<file path="src/rtl/core/swlps_pkg.sv">
package swlps_pkg;

	// Frame geometry and number of harmonics.
	localparam int WIDTH  = 1920;
	localparam int HEIGHT = 1080;
	localparam int WAVES  = 8;

	// Configuration port.
	localparam int CFG_W     = 24;
	localparam int CFG_IDX_W = 3;

	localparam logic [CFG_IDX_W-1:0] REG_TIME_STEP = 3'd0;
	localparam logic [CFG_IDX_W-1:0] REG_AMP       = 3'd1;
	localparam logic [CFG_IDX_W-1:0] REG_GAIN      = 3'd2;
	localparam logic [CFG_IDX_W-1:0] REG_RED       = 3'd3;
	localparam logic [CFG_IDX_W-1:0] REG_GREEN     = 3'd4;
	localparam logic [CFG_IDX_W-1:0] REG_BLUE      = 3'd5;

	localparam logic [23:0] TIME_STEP_RST = 24'd135073;
	localparam logic [14:0] AMP_RST       = 15'd2294;
	localparam logic [15:0] GAIN_RST      = 16'd25166;
	localparam logic [15:0] RED_RST       = 16'd11878;
	localparam logic [15:0] GREEN_RST     = 16'd0;
	localparam logic [15:0] BLUE_RST      = 16'd4096;

	// Coordinate normalization: floor((v << 15) / N) by reciprocal multiplication.
	// The shift is chosen so that the product is exact for every 11-bit input.
	localparam int PX_K = 11 + $clog2(WIDTH);
	localparam int PY_K = 11 + $clog2(HEIGHT);
	localparam longint unsigned PX_MUL =
		((64'd1 << (15 + PX_K)) + 64'(WIDTH) - 64'd1) / 64'(WIDTH);
	localparam longint unsigned PY_MUL =
		((64'd1 << (15 + PY_K)) + 64'(HEIGHT) - 64'd1) / 64'(HEIGHT);
	localparam int PROD_W = 48;
	localparam int XQ_W   = 23;

	// Angle and sine polynomial constants.
	localparam logic [31:0] TURN_PER_Q14   = 32'd41722;
	localparam logic [31:0] TURN_PER_FIFTH = 32'd136713055;
	localparam logic [16:0] SIN_A          = 17'd102939;
	localparam logic [15:0] SIN_B          = 16'd42155;
	localparam logic [12:0] SIN_C          = 13'd4765;

	localparam int SIN_STAGES = 5;
	localparam int D_W        = 14;

	// Displaced y and divider widths.
	localparam int SPY_W      = 17 + $clog2(WAVES + 1);
	localparam int MAG_W      = SPY_W - 1;
	localparam int DEN_W      = MAG_W + 6;
	localparam int NUM_W      = 32;
	localparam int QUO_W      = 17;
	localparam int DIV_STAGES = QUO_W + 1;
	localparam int TERM_W     = QUO_W;
	localparam logic [TERM_W-1:0] TERM_FULL_VAL = 17'h10000;
	localparam int SUM_W      = TERM_W + $clog2(WAVES);

	localparam logic [7:0] ALPHA = 8'hFF;

	typedef struct packed {
		logic           neg;
		logic [D_W-1:0] mag;
	} disp_t;

	function automatic logic signed [15:0] sat_q14(input logic signed [24:0] v);
		logic signed [15:0] r;
		if (v > 25'sd32767) begin
			r = 16'sd32767;
		end else if (v < -25'sd32768) begin
			r = -16'sd32768;
		end else begin
			r = v[15:0];
		end
		return r;
	endfunction

endpackage

</file>
<file path="src/rtl/core/swlps_div.sv">
module swlps_div (
	input  logic                             clk,
	input  logic [swlps_pkg::DIV_STAGES-1:0] en,
	input  logic [swlps_pkg::NUM_W-1:0]      num,
	input  logic                             wzero,
	input  logic [swlps_pkg::MAG_W-1:0]      mag,
	output logic [swlps_pkg::TERM_W-1:0]     term
);
	import swlps_pkg::*;

	typedef enum logic [1:0] {K_DIV, K_ZERO, K_FULL} kind_t;

	logic [DEN_W-1:0] den_c;
	kind_t            kind_c;

	logic [NUM_W-1:0] rem_s  [DIV_STAGES];
	logic [DEN_W-1:0] den_s  [DIV_STAGES];
	logic [QUO_W-1:0] quo_s  [DIV_STAGES];
	kind_t            kind_s [DIV_STAGES];

	// A quotient that would not fit in the restoring steps saturates up front.
	always_comb begin
		den_c = {mag, 6'b0};
		if (wzero) begin
			kind_c = K_ZERO;
		end else if (mag == '0) begin
			kind_c = K_FULL;
		end else if ((num >> QUO_W) >= NUM_W'(den_c)) begin
			kind_c = K_FULL;
		end else begin
			kind_c = K_DIV;
		end
	end

	always_ff @(posedge clk) begin
		if (en[0]) begin
			rem_s[0]  <= num;
			den_s[0]  <= den_c;
			quo_s[0]  <= '0;
			kind_s[0] <= kind_c;
		end
	end

	for (genvar j = 1; j < DIV_STAGES; j++) begin : g_bit
		localparam int B = QUO_W - j;
		logic [NUM_W-1:0] shd;
		logic             fit;

		always_comb begin
			shd = NUM_W'(den_s[j-1]) << B;
			fit = (rem_s[j-1] >> B) >= NUM_W'(den_s[j-1]);
		end

		always_ff @(posedge clk) begin
			if (en[j]) begin
				rem_s[j]  <= fit ? (rem_s[j-1] - shd) : rem_s[j-1];
				quo_s[j]  <= quo_s[j-1] | (fit ? (QUO_W'(1) << B) : '0);
				den_s[j]  <= den_s[j-1];
				kind_s[j] <= kind_s[j-1];
			end
		end
	end

	always_comb begin
		case (kind_s[DIV_STAGES-1])
			K_ZERO: term = '0;
			K_FULL: term = TERM_FULL_VAL;
			default: begin
				term = (quo_s[DIV_STAGES-1] > TERM_FULL_VAL) ? TERM_FULL_VAL
					: quo_s[DIV_STAGES-1];
			end
		endcase
	end

endmodule

</file>
<file path="config.mk">
export PLATFORM = sky130hd
export DESIGN_NAME = swlps_div
export DESIGN_NICKNAME = d
export VERILOG_FILES = /design/src/rtl/core/swlps_pkg.sv /design/src/rtl/core/swlps_div.sv
export SDC_FILE = /design/constraint.sdc
export NUM_CORES = 1
export LEC_CHECK = 0
export BUFFER_PORTS_ARGS = -buffer_cell sky130_fd_sc_hd__buf_4
export CAP_MARGIN = 0
export CORE_MARGIN = 2
export CORE_UTILIZATION = 46
export DETAILED_ROUTE_END_ITERATION = 12
export GPL_TIMING_DRIVEN = 0
export MAX_ROUTING_LAYER = met4
export PLACE_DENSITY = 0.59
export SLEW_MARGIN = 10
export SYNTH_ARGS = -nofsm -noshare
export SYNTH_HDL_FRONTEND = slang
export SYNTH_SLANG_ARGS = --single-unit
</file>
<file path="constraint.sdc">
create_clock -name clk -period 9.7 [get_ports clk]
set_input_delay 0.97 -clock clk [delete_from_list [all_inputs] [get_ports clk]]
set_output_delay 0.97 -clock clk [all_outputs]
set_load 0.01 [all_outputs]
</file>
==> metrics.txt <==
status finished clean; syn nets 4089; Worst Path Required 10.18 ns; drt drc 0; worst vdd ir 198.3 uV; Post-Syn Area per Cell 13.57 um2; Post-Place Cell Area 52720 um2; critical path class reg2reg; Async S/R FF share, synth 0%; layout cell share with drive strength beyond 1 11.06%; Num CTS Buffers 113; R2R Path Start rem_s[14][8]; DR vias/cell 5.340; final hold violations 0; H-tree Lvls 3; postcts setup bufs 0; cell family with most CP delay compound AO/OA/AOI/OAI gates; io pins 89; Root Buffer Master clkbuf_16; die width 334.6 um; cells on worst reg2reg path 13; R2R setup slack 5.44 ns; global placement routability congestion 0.9305; Rows 121; Worst Path Max Fanout 10; CTS tree built; initial core utilization 46.26%; hold depth 0; first-pass GRT wire length 158500 um; dpl cells 5208; unrepaired setup endpoints after global routing no; max frequency 0.2346 GHz; initial DRC count 1504; fillcell total 9251; HPWL after DPL 76190 um; area of the multi-input gates 16350 um2; pwr/cell area 231.0 nW/um2; gr usage total 18.61%; register area 32220 um2; Netlist cell types 91; peak per-stage delay on the critical path 0.96 ns; Seq/Total Area, Yosys 64.08%; Reg clk slew, reported paths 0.06 ns; post-cts hold buffer count 0; Routed WL 100100 um; initial antenna violation count 2; DR vias 28886; Max Slew Vio Count 0; Area Overhead vs Synth 12.07%; Mapped Area 50290 um2; Max-slew headroom 14.77%; Worst R2R End rem_s[15][21]; worst-margin pin slew 1.267 ns; Crit path arrival time 4.74 ns; worst hold start rem_s[4][2]; Power Total 13020 uW; Die Ht 334.6 um; Synth Instances 3706; Clk Latency, worst-skew pair 0.72 ns; crit-path cells inv_1 -> ha_1 -> inv_1 -> fa_1 -> a21o_1 -> a21oi_1 -> o21ai_0 -> a2111oi_0 -> o211a_1 -> clkbuf_1 -> clkbuf_1 -> nand2_1 -> o31ai_1; Lkg Pwr 0.02192 uW; ANT nets after route 0; fin nets 4292; vias in the first global route 29255; pin count of the biggest net entering global routing 71; Critical Path End Type flop; final setup fails 0; hold endpoint rem_s[5][2]; crit path launch type flop; Layout Skew 0.03410 ns; grt ovf 0; post-cts sizing count 0; Primary FF master, synth edfxtp_1; CP max stage cell a2111oi_0; EDFF count, synth 1073; Clock Sinks 1073; synthesis warning total 0; fin crit share 43.94%; Tightest Hold Check Type reg2reg; crit path time final 4.263 ns; IO Port Bufs 88; WHS 0.4062 ns; Longest Clk Path Bufs 3; core area 108700 um2; worst path buffer plus inverter count 4; drt first pass iters 5; Finished Layout Cells 5409; post-route cell area 56350 um2; # diodes 0; post-DR wirelength/cell 18.50 um; Synth Register Bits 1073; setup_tns 0 ns; maxcap violations 0; area of the die 112000 um2
## cell type report
cell class	instances	area share (%)
Buffer	55	0.4774
Timing Repair Buffer	88	1.172
Sequential cell	1073	57.18
Multi-Input combinational cell	2192	29.02
Tap cell	1414	3.139
Clock inverter	65	1.274
Clock buffer	136	5.171
Inverter	386	2.571
## stage by stage
| stage | setup slack, ns | utilization, % |
|---|---|---|
| floorplan | 6.440 | - |
| global placement | 5.399 | 48.50 |
| detailed placement | 5.396 | 48.50 |
| CTS | 5.386 | 51.84 |
| global route | 5.303 | 51.84 |
| finish | 5.437 | 51.84 |
## worst max-delay path by stage
stage                          to  cells after the start         start
finish              rem_s[15][21]                     13  rem_s[14][8]
global route        rem_s[15][20]                     12  rem_s[14][8]
CTS                  rem_s[9][30]                      9  den_s[8][16]
detailed placement   rem_s[9][30]                      9  den_s[8][16]
global placement     rem_s[9][30]                      9  den_s[8][16]
floorplan            rem_s[7][23]                     13  rem_s[6][16]
## synthesized netlist by cell type, types with 38 or more instances
library cell  instances  area [um2]
edfxtp_1           1073       32220
inv_1               383        1438
ha_1                295        3691
a21oi_1             214        1071
nor2_1              207       777.0
o21ai_0             178       890.9
nand2_1             167       626.9
xnor2_1             124        1086
mux2_2              119        1340
a21o_1               90       675.7
xor2_1               74       648.1
nor3_1               58       290.3
nor2b_1              46       287.8
o21a_1               43       322.8
nand3_1              38       190.2
## state kept, by name (all words and copies together) (netlist names)
signal	flops
rem_s	544
den_s	340
kind_s	36
quo_s	153
## where the power goes
group	internal [uW]	leakage [uW]	total, uW	switching, uW
combinational	1200	0.00966	2780	1590
sequential	5770	0.0105	6020	252
clock	2440	0.00177	4220	1780
## per-layer routing
layer / routed length [um] / vias to the layer above / GRT usage, %
met5: 0 / - / -
met4: 3578 / 0 / 6.650
met3: 3226 / 214 / 2.596
met2: 52550 / 480 / 33.65
met1: 40710 / 13900 / 21.02
li1: - / 14292 / -
## cells by family (layout without fill, tap and decap cells)
logic type | count (synthesis) | count (layout) | share of synthesized area, %
and+or+nand+nor | 753 | 753 | 7.509
muxes | 155 | 155 | 3.541
adders and majority gates | 311 | 311 | 7.977
xor gates and xnor gates | 198 | 198 | 3.449
AOI/OAI and AO/OA | 775 | 775 | 10.03
buffers and inverters | 441 | 730 | 3.416
DFF | 1073 | 1073 | 64.08
## cell usage in the layout, fill, tap and decap left out, types with 26 or more instances in the layout
cell / synthesis / routed
nor4_1: 37 / 37
ha_1: 295 / 295
xor2_1: 74 / 74
a21o_1: 90 / 90
clkbuf_16: 0 / 113
o21ai_0: 178 / 178
a211oi_1: 26 / 26
nand3_1: 38 / 38
nand2b_1: 32 / 32
o21a_1: 43 / 43
edfxtp_1: 1073 / 1073
clkbuf_1: 30 / 53
nand2_1: 167 / 167
xnor2_1: 124 / 124
nor2b_1: 46 / 46
inv_1: 383 / 383
mux2_2: 119 / 119
nand4_1: 37 / 37
buf_4: 1 / 89
nor2_1: 207 / 207
nor3_1: 58 / 58
a21oi_1: 214 / 214
Note: power is estimated with default switching activity, not from simulation.
