--- config.mk ---
export PLATFORM = sky130hd
export DESIGN_NAME = swlps_sine
export DESIGN_NICKNAME = d
export VERILOG_FILES = /design/src/rtl/core/swlps_pkg.sv /design/src/rtl/core/swlps_sine.sv
export SDC_FILE = /design/constraint.sdc
export NUM_CORES = 2
export LEC_CHECK = 0
export BUFFER_PORTS_ARGS = -buffer_cell sky130_fd_sc_hd__buf_4
export CELL_PAD_IN_SITES_DETAIL_PLACEMENT = 0
export CELL_PAD_IN_SITES_GLOBAL_PLACEMENT = 1
export CORE_ASPECT_RATIO = 1.25
export CORE_MARGIN = 5
export CORE_UTILIZATION = 57
export DETAILED_ROUTE_END_ITERATION = 8
export GPL_ROUTABILITY_DRIVEN = 0
export PLACE_DENSITY_LB_ADDON = 0.1
export SLEW_MARGIN = 10
export SYNTH_ARGS = -nofsm -noshare
export SYNTH_HDL_FRONTEND = slang
export SYNTH_SLANG_ARGS = --single-unit
--- constraint.sdc ---
create_clock -name clk -period 21.5 [get_ports clk]
set_input_delay 3.225 -clock clk [delete_from_list [all_inputs] [get_ports clk]]
set_output_delay 3.225 -clock clk [all_outputs]
set_load 0.01 [all_outputs]
--- src/rtl/core/swlps_pkg.sv ---
package swlps_pkg;

	// Frame geometry and number of harmonics.
	localparam int WIDTH  = 1920;
	localparam int HEIGHT = 1080;
	localparam int WAVES  = 8;

	// Configuration port.
	localparam int CFG_W     = 24;
	localparam int CFG_IDX_W = 3;

	localparam logic [CFG_IDX_W-1:0] REG_TIME_STEP = 3'd0;
	localparam logic [CFG_IDX_W-1:0] REG_AMP       = 3'd1;
	localparam logic [CFG_IDX_W-1:0] REG_GAIN      = 3'd2;
	localparam logic [CFG_IDX_W-1:0] REG_RED       = 3'd3;
	localparam logic [CFG_IDX_W-1:0] REG_GREEN     = 3'd4;
	localparam logic [CFG_IDX_W-1:0] REG_BLUE      = 3'd5;

	localparam logic [23:0] TIME_STEP_RST = 24'd135073;
	localparam logic [14:0] AMP_RST       = 15'd2294;
	localparam logic [15:0] GAIN_RST      = 16'd25166;
	localparam logic [15:0] RED_RST       = 16'd11878;
	localparam logic [15:0] GREEN_RST     = 16'd0;
	localparam logic [15:0] BLUE_RST      = 16'd4096;

	// Coordinate normalization: floor((v << 15) / N) by reciprocal multiplication.
	// The shift is chosen so that the product is exact for every 11-bit input.
	localparam int PX_K = 11 + $clog2(WIDTH);
	localparam int PY_K = 11 + $clog2(HEIGHT);
	localparam longint unsigned PX_MUL =
		((64'd1 << (15 + PX_K)) + 64'(WIDTH) - 64'd1) / 64'(WIDTH);
	localparam longint unsigned PY_MUL =
		((64'd1 << (15 + PY_K)) + 64'(HEIGHT) - 64'd1) / 64'(HEIGHT);
	localparam int PROD_W = 48;
	localparam int XQ_W   = 23;

	// Angle and sine polynomial constants.
	localparam logic [31:0] TURN_PER_Q14   = 32'd41722;
	localparam logic [31:0] TURN_PER_FIFTH = 32'd136713055;
	localparam logic [16:0] SIN_A          = 17'd102939;
	localparam logic [15:0] SIN_B          = 16'd42155;
	localparam logic [12:0] SIN_C          = 13'd4765;

	localparam int SIN_STAGES = 5;
	localparam int D_W        = 14;

	// Displaced y and divider widths.
	localparam int SPY_W      = 17 + $clog2(WAVES + 1);
	localparam int MAG_W      = SPY_W - 1;
	localparam int DEN_W      = MAG_W + 6;
	localparam int NUM_W      = 32;
	localparam int QUO_W      = 17;
	localparam int DIV_STAGES = QUO_W + 1;
	localparam int TERM_W     = QUO_W;
	localparam logic [TERM_W-1:0] TERM_FULL_VAL = 17'h10000;
	localparam int SUM_W      = TERM_W + $clog2(WAVES);

	localparam logic [7:0] ALPHA = 8'hFF;

	typedef struct packed {
		logic           neg;
		logic [D_W-1:0] mag;
	} disp_t;

	function automatic logic signed [15:0] sat_q14(input logic signed [24:0] v);
		logic signed [15:0] r;
		if (v > 25'sd32767) begin
			r = 16'sd32767;
		end else if (v < -25'sd32768) begin
			r = -16'sd32768;
		end else begin
			r = v[15:0];
		end
		return r;
	endfunction

endpackage

--- src/rtl/core/swlps_sine.sv ---
module swlps_sine (
	input  logic                             clk,
	input  logic [swlps_pkg::SIN_STAGES-1:0] en,
	input  logic [31:0]                      ang,
	input  logic [14:0]                      amp,
	output swlps_pkg::disp_t                 disp
);
	import swlps_pkg::*;

	logic [15:0] f_c;
	logic [16:0] z_c;
	logic [33:0] zz_c;
	logic [29:0] p2_c;
	logic [32:0] p3_c;
	logic [33:0] p4_c;
	logic [16:0] s_c;
	logic [29:0] p5_c;

	logic [16:0] z_s1, z2_s1;
	logic        neg_s1;
	logic [16:0] z_s2, z2_s2;
	logic [15:0] t1_s2;
	logic        neg_s2;
	logic [16:0] z_s3, t2_s3;
	logic        neg_s3;
	logic [14:0] s15_s4;
	logic        neg_s4;
	logic [D_W-1:0] d_s5;
	logic        neg_s5;

	// The odd quadrants mirror the fraction of the quarter turn.
	always_comb begin
		f_c  = ang[29:14];
		z_c  = ang[30] ? (17'h10000 - {1'b0, f_c}) : {1'b0, f_c};
		zz_c = 34'(z_c) * 34'(z_c);
		p2_c = 30'(z2_s1) * 30'(SIN_C);
		p3_c = 33'(z2_s2) * 33'(t1_s2);
		p4_c = 34'(z_s3) * 34'(t2_s3);
		s_c  = p4_c[33:17];
		p5_c = 30'(amp) * 30'(s15_s4);
	end

	always_ff @(posedge clk) begin
		if (en[0]) begin
			z_s1   <= z_c;
			z2_s1  <= zz_c[32:16];
			neg_s1 <= ang[31];
		end
		if (en[1]) begin
			z_s2   <= z_s1;
			z2_s2  <= z2_s1;
			t1_s2  <= SIN_B - 16'(p2_c[29:16]);
			neg_s2 <= neg_s1;
		end
		if (en[2]) begin
			z_s3   <= z_s2;
			t2_s3  <= SIN_A - p3_c[32:16];
			neg_s3 <= neg_s2;
		end
		if (en[3]) begin
			s15_s4 <= (s_c > 17'd32767) ? 15'd32767 : s_c[14:0];
			neg_s4 <= neg_s3;
		end
		if (en[4]) begin
			d_s5   <= p5_c[29:16];
			neg_s5 <= neg_s4;
		end
	end

	assign disp = '{neg: neg_s5, mag: d_s5};

endmodule

==> run metrics <==
run status=finished, final reports clean; Synth cell types=81; TritonCTS clock tree=built; number of detailed-routing iterations run before antenna repair=5; Area Growth Syn to Fin=4.48%; placed cells=5158; Post-Place Cell Area=42100 sq um; Synth Area in Compound Gates=4.18%; area share of the leading cell type in the synthesized netlist=41.7%; EDFF count, synth=152; most repeated cell in the gate-level netlist after synthesis=sky130_fd_sc_hd__inv_1; GR Layer Usage met1=30.1%; busiest grt layer=met2; sort of element at the end of the critical path=register; share of synthesized flip-flops with an asynchronous set or reset=0%; CTS sink cnt=152; path type of the worst setup path=input pin to register; Floorplan Core Area=70900 sq um; number of failing setup endpoints in the final timing report=0; biggest fanout along the worst timing path=11; primary flip-flop cell chosen by synthesis mapping=sky130_fd_sc_hd__edfxtp_1; clock latency of the later-clocked register in the worst-skew pair=480 ps; ports placed on the boundary=68; vias in the first global route=30334; clock buffer depth=2; global routing usage on met3=2.76%; number of warnings printed during yosys synthesis=0; overall via count from detail_route=27167; final instance area=42700 sq um; post-route minimum period=11180 ps; part of the cycle the worst path needs=52.0%; Post-Synth Adder-Cell Area=57.5%; mux cell area share after synthesis=0.0245%; area of the die=77200 sq um; slowest stage cell, crit path=sky130_fd_sc_hd__fa_1; post-detailed-route wirelength per cell=16.8 microns; synthesized flop and latch total=152; clock-pin slew on the worst setup and hold paths=70 ps; startpoint types=input pin; width of the chip=250 microns; routed wire length=87.0 mm; via density per instance=5.23; cells taking the most area after synthesis=sky130_fd_sc_hd__fa_1 (42%), sky130_fd_sc_hd__ha_1 (16%), sky130_fd_sc_hd__edfxtp_1 (11%); Hold Vio Cnt, Final=0; sequential share of the synthesized area=11.2%; RSZ-0062 raised after global routing=no; count of input and output buffers=53; Die Y-Extent=309 microns; post-synthesis cell area=40900 sq um; pin count of the biggest net entering global routing=52; combinational family with the most area after synthesis=adder cells; # nets final=5656; required time at the endpoint of the critical path=21730 ps; proportion of layout cells with a drive suffix above 1=3.04%; global-route track usage on met2=44.6%; post-detailed-route count of antenna-violating nets=0; post-cts repair resize count=0; CP Data Arrival Time=11410 ps; delay of the slowest critical-path stage=520 ps; total of max-cap violations=0; mean instance size in the synthesized netlist=9.59 sq um; number of CTS-inserted buffers=17; pin slew with the least headroom to its limit=936 ps; Final Max Slew Viols=0; Yosys top cell by area=sky130_fd_sc_hd__fa_1; fin util=60.2%; Max Clock Skew=12.6 ps; most frequent cells after synthesis=sky130_fd_sc_hd__inv_1 (1116), sky130_fd_sc_hd__fa_1 (851), sky130_fd_sc_hd__nand2_1 (570); crit-path most repeated cell=sky130_fd_sc_hd__fa_1; DR DRC count=0; Starting Density=57.6%; count of H-tree levels built during CTS=4; post-synthesis share of cell area spent on xor and xnor gates=2.42%; overall global routing resource usage=24.1%; HPWL after detailed placement=71.1 mm; area share of and/or/nand/nor cells after synthesis=13.1%; Layout fillers=6361; CTS Root Buffer Type=sky130_fd_sc_hd__clkbuf_16; number of setup buffers added after CTS=0; count of hold-fix buffers inserted at cts=0; kind of path behind the tightest hold check=register to register; total negative slack for setup checks=0 ps; Max-Slew Margin vs Limit=37.6%; f_max=89.5 MHz; standard-cell rows=109; number of antenna violations at the first check in global routing=0; residual overflow from global routing=0; Initial DRC Count=1056; wire length of the first global-routing pass=150 mm; number of standard cells in the layout, taps in and fillers out=5191; gate count of the mapped netlist=4263
logic make-up after synthesis:
logic type      count (synthesis)
fa+ha+maj                    1369
buf+inv                      1254
simple gates                 1133
compound gates                239
flops                         152
xor+xnor                      113
other cells                     2
mux                             1
critical path: cells and delay by family:
kind	cells	cell delay [ps]
compound gates	9	1720
xor+xnor	2	240
fa+ha+maj	7	3160
buf+inv	10	1560
simple gates	5	1490
worst paths after layout:
path / start / end / slack [ps] / depth (start not counted)
setup / recovery: ang[14] / z2_s1[16] / 10320 / 33
hold / removal: z_s2[13] / z_s3[13] / 410 / 0
setup reg to reg: t1_s2[1] / t2_s3[16] / 13310 / 26
hold reg to reg: z_s2[13] / z_s3[13] / 410 / 0
flip-flops by register name, summed over array words and instances (netlist names):
| register | count |
|---|---|
| z2_s2 | 17 |
| neg_s1 | 1 |
| z_s1 | 17 |
| z_s2 | 17 |
| z_s3 | 17 |
| neg_s3 | 1 |
| s15_s4 | 15 |
| z2_s1 | 17 |
| neg_s2 | 1 |
| neg_s4 | 1 |
| neg_s5 | 1 |
| t1_s2 | 16 |
| t2_s3 | 17 |
| d_s5 | 14 |
final cells by class:
type                    instances  area (sq um)  share of cell area [%]
diodes                          1          2.50                 0.00586
flip-flops and latches        152          4560                    10.7
clock inverters                15           144                   0.337
inverters                    1125          4220                    9.89
multi-input cells            2867         31600                    74.1
clock buffers                  17           425                   0.996
well taps                     943          1180                    2.76
repair buffers                 71           533                    1.25
layout by cell type (no fill, tap or decap), types with 5 or more instances in the layout:
cell / Yosys / final
sky130_fd_sc_hd__a21o_1: 32 / 32
sky130_fd_sc_hd__a21oi_1: 56 / 56
sky130_fd_sc_hd__a31oi_1: 10 / 10
sky130_fd_sc_hd__and2_1: 331 / 331
sky130_fd_sc_hd__and3_1: 10 / 10
sky130_fd_sc_hd__buf_4: 1 / 71
sky130_fd_sc_hd__clkbuf_16: 0 / 17
sky130_fd_sc_hd__clkinv_1: 7 / 8
sky130_fd_sc_hd__conb_1: 2 / 12
sky130_fd_sc_hd__edfxtp_1: 152 / 152
sky130_fd_sc_hd__fa_1: 851 / 851
sky130_fd_sc_hd__ha_1: 518 / 518
sky130_fd_sc_hd__inv_1: 1116 / 1116
sky130_fd_sc_hd__nand2_1: 570 / 570
sky130_fd_sc_hd__nand2b_1: 12 / 12
sky130_fd_sc_hd__nand3_1: 17 / 17
sky130_fd_sc_hd__nand4_1: 13 / 13
sky130_fd_sc_hd__nor2_1: 113 / 113
sky130_fd_sc_hd__nor2b_1: 12 / 12
sky130_fd_sc_hd__nor3_1: 21 / 21
sky130_fd_sc_hd__nor4_1: 6 / 6
sky130_fd_sc_hd__o211ai_1: 5 / 5
sky130_fd_sc_hd__o21a_1: 13 / 13
sky130_fd_sc_hd__o21ai_0: 32 / 32
sky130_fd_sc_hd__o21ai_1: 5 / 5
sky130_fd_sc_hd__o21bai_1: 10 / 10
sky130_fd_sc_hd__o31ai_1: 10 / 10
sky130_fd_sc_hd__or3_1: 6 / 6
sky130_fd_sc_hd__xnor2_1: 70 / 70
sky130_fd_sc_hd__xor2_1: 43 / 43
metal layers:
metal	vias to the layer above	part of all wire, %
li1	12671	-
met1	13903	41
met2	440	53
met3	153	3.6
met4	0	2.4
met5	-	0
stage by stage:
step / hold WS (ps) / setup WS (ps)
6_report: 410 / 10320
5_1_grt: 419 / 9820
2_1_floorplan: 400 / 10560
4_1_cts: 411 / 10320
3_3_place_gp: 401 / 9840
3_5_place_dp: 405 / 9780
Power is left out: the tool's default activity adds up to more than one toggle a clock period on the data nets, which glitch-free logic cannot reach.
